**src/hdl/tdp_pkg.sv**
```systemverilog
package tdp_pkg;

    localparam int NUM_W = 32;
    localparam int WIDTH = 32;
    localparam int CNT_W = $clog2(WIDTH + 1);

    localparam logic [WIDTH-1:0] C_ZERO  = WIDTH'(0);
    localparam logic [WIDTH-1:0] C_ONE   = WIDTH'(1);
    localparam logic [WIDTH-1:0] C_FOUR  = WIDTH'(4);
    localparam logic [WIDTH-1:0] C_TWO   = WIDTH'(2);
    localparam logic [WIDTH-1:0] C_THREE = WIDTH'(3);
    localparam logic [WIDTH-1:0] C_FIVE  = WIDTH'(5);
    localparam logic [WIDTH-1:0] C_SIX   = WIDTH'(6);

    typedef enum logic [2:0] {
        S_IDLE,
        S_MOD6,
        S_DIV_A,
        S_DIV_B,
        S_DONE
    } t_state;

    typedef struct packed {
        logic             busy;
        logic             done;
        logic [WIDTH-1:0] quo;
        logic [WIDTH-1:0] rem;
    } t_div_res;

endpackage

```
**src/hdl/tdp_div.sv**
```systemverilog
module tdp_div (
    input  logic                     i_clk,
    input  logic                     i_rst_n,
    input  logic                     i_start,
    input  logic [tdp_pkg::WIDTH-1:0] i_dividend,
    input  logic [tdp_pkg::WIDTH-1:0] i_divisor,
    output tdp_pkg::t_div_res        o_res
);
    import tdp_pkg::*;

    logic [CNT_W-1:0] r_cnt, n_cnt;
    logic             r_done, n_done;
    logic [WIDTH-1:0] r_quo, n_quo;
    logic [WIDTH-1:0] r_rem, n_rem;
    logic [WIDTH-1:0] r_dvs, n_dvs;
    logic [WIDTH:0]   w_shift;
    logic [WIDTH+1:0] w_diff;
    logic             w_ge;

    assign w_shift = {r_rem, r_quo[WIDTH-1]};
    assign w_diff  = {1'b0, w_shift} - {2'b00, r_dvs};
    assign w_ge    = !w_diff[WIDTH+1];

    always_comb begin
        n_cnt  = r_cnt;
        n_done = 1'b0;
        n_quo  = r_quo;
        n_rem  = r_rem;
        n_dvs  = r_dvs;
        if (i_start) begin
            n_cnt = CNT_W'(WIDTH);
            n_quo = i_dividend;
            n_rem = C_ZERO;
            n_dvs = i_divisor;
        end else if (r_cnt != '0) begin
            n_cnt  = r_cnt - CNT_W'(1);
            n_done = (r_cnt == CNT_W'(1));
            n_quo  = {r_quo[WIDTH-2:0], w_ge};
            n_rem  = w_ge ? w_diff[WIDTH-1:0] : w_shift[WIDTH-1:0];
        end
    end

    always_ff @(posedge i_clk) begin
        if (!i_rst_n) begin
            r_cnt  <= '0;
            r_done <= 1'b0;
        end else begin
            r_cnt  <= n_cnt;
            r_done <= n_done;
        end
        r_quo <= n_quo;
        r_rem <= n_rem;
        r_dvs <= n_dvs;
    end

    assign o_res.busy = (r_cnt != '0);
    assign o_res.done = r_done;
    assign o_res.quo  = r_quo;
    assign o_res.rem  = r_rem;

endmodule

```
**config.mk**
```make
export PLATFORM = sky130hd
export DESIGN_NAME = tdp_div
export DESIGN_NICKNAME = d
export VERILOG_FILES = /design/src/hdl/tdp_pkg.sv /design/src/hdl/tdp_div.sv
export SDC_FILE = /design/constraint.sdc
export NUM_CORES = 1
export LEC_CHECK = 0
export BUFFER_PORTS_ARGS = -buffer_cell sky130_fd_sc_hd__clkbuf_2
export CAP_MARGIN = 20
export CORE_MARGIN = 2
export CORE_UTILIZATION = 39
export CTS_CLUSTER_DIAMETER = 100
export CTS_CLUSTER_SIZE = 14
export DETAILED_ROUTE_END_ITERATION = 8
export SYNTH_ARGS = -nofsm -noshare
export SYNTH_HDL_FRONTEND = slang
export SYNTH_SLANG_ARGS = --single-unit
```
**constraint.sdc**
```tcl
create_clock -name i_clk -period 3.45 [get_ports i_clk]
set_clock_uncertainty 0.15 [all_clocks]
set_input_delay 0.69 -clock i_clk [delete_from_list [all_inputs] [get_ports i_clk]]
set_output_delay 0.69 -clock i_clk [all_outputs]
set_load 0.02 [all_outputs]
```
==> results of run 1 <==
## worst max path at each step
stage / endpoint / slack, ns
detailed placement: r_rem[13] / 0.33
floorplan: r_rem[26] / 0.41
global route: r_rem[20] / 0.10
CTS: r_rem[13] / 0.31
finish: r_rem[13] / 0.29
global placement: r_rem[20] / 0.31
## power by group through the flow
| stage | Combinational (W) | Clock [W] | Sequential (W) |
|---|---|---|---|
| after floorplan | 0.00247 | 0 | 0.00232 |
| after global placement | 0.00371 | 0 | 0.00201 |
| after detailed placement | 0.00374 | 0 | 0.00202 |
| after CTS | 0.00375 | 0.00104 | 0.00200 |
| after global routing | 0.00414 | 0.00110 | 0.00205 |
| final | 0.00376 | 0.00101 | 0.00199 |
## flip-flops by register name (all words and copies together), names as in the netlist
register / count
r_quo: 32
r_rem: 32
r_cnt: 6
r_dvs: 32
r_done: 1
## cells by family (layout without fill, tap and decap cells)
kind of cell	Yosys count	in the layout	share of synthesized area, %
DFF	103	103	43.72
muxes	39	39	6.984
adders and majority gates	36	36	7.409
buffers and inverters	78	204	6.457
xor gates and xnor gates	26	26	3.684
other	0	1	0
and+or+nand+nor	169	169	13.12
AOI/OAI and AO/OA	163	163	18.62
## cell type report
type / count / area share, %
multi-input combinational: 433 / 42.35
sequential: 103 / 37.17
timing repair buffer: 143 / 10.43
tap: 216 / 3.717
clock buffer: 9 / 3.098
inverter: 45 / 2.323
clock inverter: 7 / 0.8776
antenna: 1 / 0.03442
## through the flow
stage	power, W	utilization, %	cell area (um2)
after floorplan	0.004786	-	6181
after global placement	0.005719	44.42	6979
after detailed placement	0.005757	44.42	6979
after CTS	0.006788	46.26	7268
after global routing	0.007290	46.26	7268
final	0.006763	46.27	7271
## Yosys cell counts, types with 5 or more instances
library cell / instances
a311oi_1: 11
and2_1: 5
and3_1: 6
buf_4: 7
nor4_1: 5
dfxtp_1: 39
xor2_1: 6
ha_1: 35
a31oi_1: 5
o21a_1: 6
mux2i_1: 6
buf_6: 5
clkbuf_1: 7
xnor2_1: 20
nand3_1: 12
o21bai_1: 8
edfxtp_1: 64
nor3_1: 12
mux2_2: 33
a21oi_1: 40
a21o_1: 7
a211oi_1: 14
buf_2: 7
inv_1: 43
nor2_1: 49
o21ai_0: 26
nand2_1: 54
nand4_1: 6
## layer usage
metal  share of wire, %  GRT usage (%)  up-vias
li1                   -              -     2513
met2                 45          30.34      177
met5                  0              0        -
met3                8.5          5.986       22
met1                 45          25.77     2420
met4                1.4          4.681        0
==> results_dict.tcl, run 1 <==
set metrics [dict create \
    status "complete, no violations" \
    swShare_pct 46.26 \
    port_buffers 132 \
    clock.fmax_mhz 316.9 \
    grt_antenna_before_repair 1 \
    cp.arrival_ns 3.30 \
    fin_crit_sh_pct 91.47 \
    clock_latency_ns 0.36 \
    layout.nets 838 \
    synth_edf_count 64 \
    ios 133 \
    grt_usage_pct 19.19 \
    cp-startpoint "r_rem[27]" \
    internal_power_w 0.003635 \
    hpwl_um 11760 \
    ys.flop_type "edfxtp_1" \
    r2r_end "r_rem[13]" \
    ctsResizeCount 0 \
    cpPeakStageDelay_ns 0.57 \
    fill_cells 1523 \
    crit_family "simple AND/OR/NAND/NOR gates" \
    slew_headroom_pct 47.27 \
    fin_ws_ns 0.2943 \
    p_sw_w 0.003129 \
    setup_tns_ns 0 \
    p_clk_share_pct 14.9 \
    reg2regPathDepth 9 \
    setup_viol_count_final 0 \
    reg2reg_slack_ns 0.29 \
    synth_area_mm2 0.006181 \
    clock_sinks 103 \
    power_frac_comb_pct 55.6 \
    cts-buffers-inserted 9 \
    clockRootBuffer "clkbuf_16" \
    drive_gt1_share_pct 28.92 \
    viasPerCell 5.363 \
    crit_chain "ha_1 > nand2_1 > o21ai_0 > nor3_1 > a21oi_2 > nand3_2 > and2_4 > or4_1 > o21ai_1" \
    synthDominantCellAreaShare_pct 31.09 \
    most-common-layout-cells "clkbuf_2 (131), edfxtp_1 (64), nand2_1 (54), nor2_1 (49), inv_1 (43)" \
    vdd_drop_max_uv 362.4 \
    cap_violations 0 \
    grt_overflow 0 \
    ys_seq_area_share_pct 43.72 \
    instances_no_fill 957 \
    multi_input_area_mm2 0.003079 \
    worst_setup_path_start_kind "register" \
    holdPathEnd "r_dvs[0]" \
    finalHoldViolCount 0 \
    clkTransAtPathRegs_ns 0.08 \
    min_path_cells 1 \
    grt_first_pass_wirelength_um 25500 \
    die_area_mm2 0.01687 \
    seqPwrFrac_pct 29.4 \
    fp.coreArea_mm2 0.01571 \
    hold_class "in2reg" \
    final_antenna_net_count 0 \
    h-tree-depth 3 \
    cp_num_buf_inv 0 \
    ys_warn_count 0 \
    synth-seq-cells 103 \
    first_iter_violations 351 \
    drv_slew 0 \
    placementRows 46 \
    cp_slowest_cell "or4_1" \
    cts_tree "built" \
    wire_per_inst_um 16.58 \
    period_needed_ns 3.156 \
    async_reset_ff_share_pct 0 \
    postCtsHoldBufs 0 \
    fp.dieH_um 129.9 \
    grt_start_max_net_pins 62 \
    dr.pass1.iters 5 \
    hold_path_startpoint "i_divisor[0]" \
    ys_top_cells_by_area "edfxtp_1 (31%), dfxtp_1 (13%), ha_1 (7.1%), mux2_2 (6.0%), nand2_1 (3.3%)" \
    vias 5132 \
    grt_pass1_vias 4974 \
    worstSetupEndpointType "register" \
    totalWireLength_um 15860 \
    gp_congestion 0.9149 \
    reg2reg_from "r_rem[27]" \
    areaGrowthSynthToFinish_pct 17.63 \
    netlist_instances 614 \
    layout_commonest_cell "clkbuf_2" \
    cp_num_cells 9 \
    regArea_mm2 0.002703 \
    synth_area_per_cell_um2 10.07 \
    dp.cells 940 \
    critPathKind "reg2reg" \
    die_w_um 129.9 \
    cts_buffer_depth 2 \
    p_per_area_mw_per_mm2 930.2 \
    yosys.area.top_type "edfxtp_1" \
    drc 0 \
    rsz0062_at_grt "no" \
    critPathMaxFanout 30 \
    initial_core_util_pct 39.34 \
    dpl_worst_slack_ns 0.3337 \
    yosys.cell_types.count 78 \
    leakagePower_nw 3.140 \
    cts_setup_buffers 0 \
    crit_required_ns 3.59 \
    syn_nets 717 \
    tightest_slew_ns 0.7909 \
    hold_ws_ns 0.3508 \
]
Power figures use the tool's default switching activity.
==> run 2: changes to the inputs <==
--- a/config.mk
+++ b/config.mk
@@ -7,7 +7,6 @@
 export LEC_CHECK = 0
 export BUFFER_PORTS_ARGS = -buffer_cell sky130_fd_sc_hd__clkbuf_2
 export CAP_MARGIN = 20
-export CORE_MARGIN = 2
 export CORE_UTILIZATION = 39
 export CTS_CLUSTER_DIAMETER = 100
 export CTS_CLUSTER_SIZE = 14
==> run 2 against run 1 <==
- die area is 3.1% lower
- via count increased by 0.49%
- cell count is 0.63% lower
- global-route usage increased by 0.81 points
- non-clock buffer count unchanged
- combinational power barely moved
- critical endpoint is now r_rem[20]
- largest cell class unchanged
==> results_dict.tcl, run 2 (synthesis results as in run 1) <==
set metrics [dict create \
    worst_setup_path_start_kind "register" \
    dr.pass1.iters 5 \
    status "complete, no violations" \
    setup_tns_ns 0 \
    period_needed_ns 3.201 \
    grt_start_max_net_pins 90 \
    viasPerCell 5.423 \
    drive_gt1_share_pct 29.05 \
    cp.arrival_ns 3.28 \
    hpwl_um 11520 \
    antenna_cells 0 \
    setup_viol_count_final 0 \
    ios 133 \
    vdd_drop_max_uv 348.3 \
    cts_buffer_depth 2 \
    hold_ws_ns 0.3485 \
    dp.cells 935 \
    fp.dieH_um 127.9 \
    slew_headroom_pct 56.88 \
    grt_overflow 0 \
    clock_sinks 103 \
    grt_antenna_before_repair 0 \
    finalHoldViolCount 0 \
    cts-buffers-inserted 9 \
    tightest_slew_ns 0.6400 \
    initial_core_util_pct 40.36 \
    hold_class "in2reg" \
    cap_violations 0 \
    rsz0062_at_grt "no" \
    wire_per_inst_um 16.53 \
    totalWireLength_um 15720 \
    grt_first_pass_wirelength_um 25610 \
    ctsResizeCount 0 \
    clock_latency_ns 0.36 \
    first_iter_violations 275 \
    clockRootBuffer "clkbuf_16" \
    crit_chain "ha_1 > nand2_1 > o21ai_0 > nor3_1 > a21oi_2 > nand3_2 > nand2_2 > buf_12 > nand2_1 > a311oi_1" \
    cp_slowest_cell "o21ai_0" \
    fp.coreArea_mm2 0.01531 \
    cts_setup_buffers 0 \
    most-common-layout-cells "clkbuf_2 (131), edfxtp_1 (64), nand2_1 (54), nor2_1 (49), inv_1 (43)" \
    critPathMaxFanout 15 \
    worstSetupEndpointType "register" \
    crit_required_ns 3.53 \
    final_antenna_net_count 0 \
    cp_num_buf_inv 1 \
    fin_ws_ns 0.2491 \
    postCtsHoldBufs 0 \
    instances_no_fill 951 \
    die_area_mm2 0.01636 \
    areaGrowthSynthToFinish_pct 18.20 \
    cts_tree "built" \
    total_power_w 0.006829 \
    fin_crit_sh_pct 92.78 \
    cpPeakStageDelay_ns 0.53 \
    vias 5157 \
    crit_family "compound AO/OA/AOI/OAI gates" \
    grt_pass1_vias 5097 \
    fill_cells 1485 \
    grt_usage_pct 19.99 \
    critPathMostFrequentCell "nand2_1" \
    leakagePower_nw 3.153 \
    layout.nets 838 \
    gp_congestion 0.8849 \
    clock.fmax_mhz 312.4 \
    die_w_um 127.9 \
    drv_slew 0 \
    p_per_area_mw_per_mm2 934.7 \
    reg_top3 "r_dvs: 32 flops, r_quo: 32 flops, r_rem: 32 flops" \
    layout_commonest_cell "clkbuf_2" \
    placementRows 45 \
    clkTransAtPathRegs_ns 0.08 \
    dpl_worst_slack_ns 0.3240 \
    critPathKind "reg2reg" \
    h-tree-depth 3 \
    port_buffers 132 \
    drc 0 \
]
## run 2: cell types whose count changed in the layout (fill, tap and decap cells not counted)
cell / previous run / this run
clkinv_8: 0 / 2
a221oi_2: 1 / 0
a221oi_4: 0 / 1
buf_12: 1 / 2
buf_4: 11 / 10
clkinv_1: 3 / 2
diode_2: 1 / 0
inv_6: 1 / 0
## run 2: path summary, 6_finish.rpt
check                start         to  cells past startpoint  slack [ns]
max              r_rem[27]  r_rem[20]                     10        0.25
min          i_divisor[12]  r_dvs[12]                      1        0.35
max reg2reg      r_rem[27]  r_rem[20]                     10        0.25
min reg2reg      r_rem[10]  r_rem[11]                      2        0.36
## run 2: stage by stage
stage               util, %  cell area (um2)
detailed placement    45.61             6985
finish                47.70             7306
CTS                   47.63             7295
global placement      45.61             6985
global route          47.70             7306
floorplan                 -             6181
## run 2: layer usage
layer / vias up / global-route usage [%] / wire [um]
met4: 0 / 6.436 / 268
li1: 2509 / - / -
met3: 22 / 5.760 / 1195
met1: 2450 / 25.39 / 6942
met5: - / 0 / 0
met2: 176 / 32.70 / 7312
## run 2: final cells by class
class                   instances  area [um2]  area share (%)
inverters                      45       168.9           2.312
repair buffers                143       770.7           10.55
flip-flops and latches        103        2703           36.99
clock inverters                 7       83.83           1.147
well taps                     211       264.0           3.614
multi-input cells             433        3090           42.30
clock buffers                   9       225.2           3.083
## run 2: where the power goes
group          total [W]  switching, W  internal [W]
Sequential       0.00200      0.000293       0.00170
Combinational    0.00378       0.00234       0.00144
Clock            0.00105      0.000528      0.000520
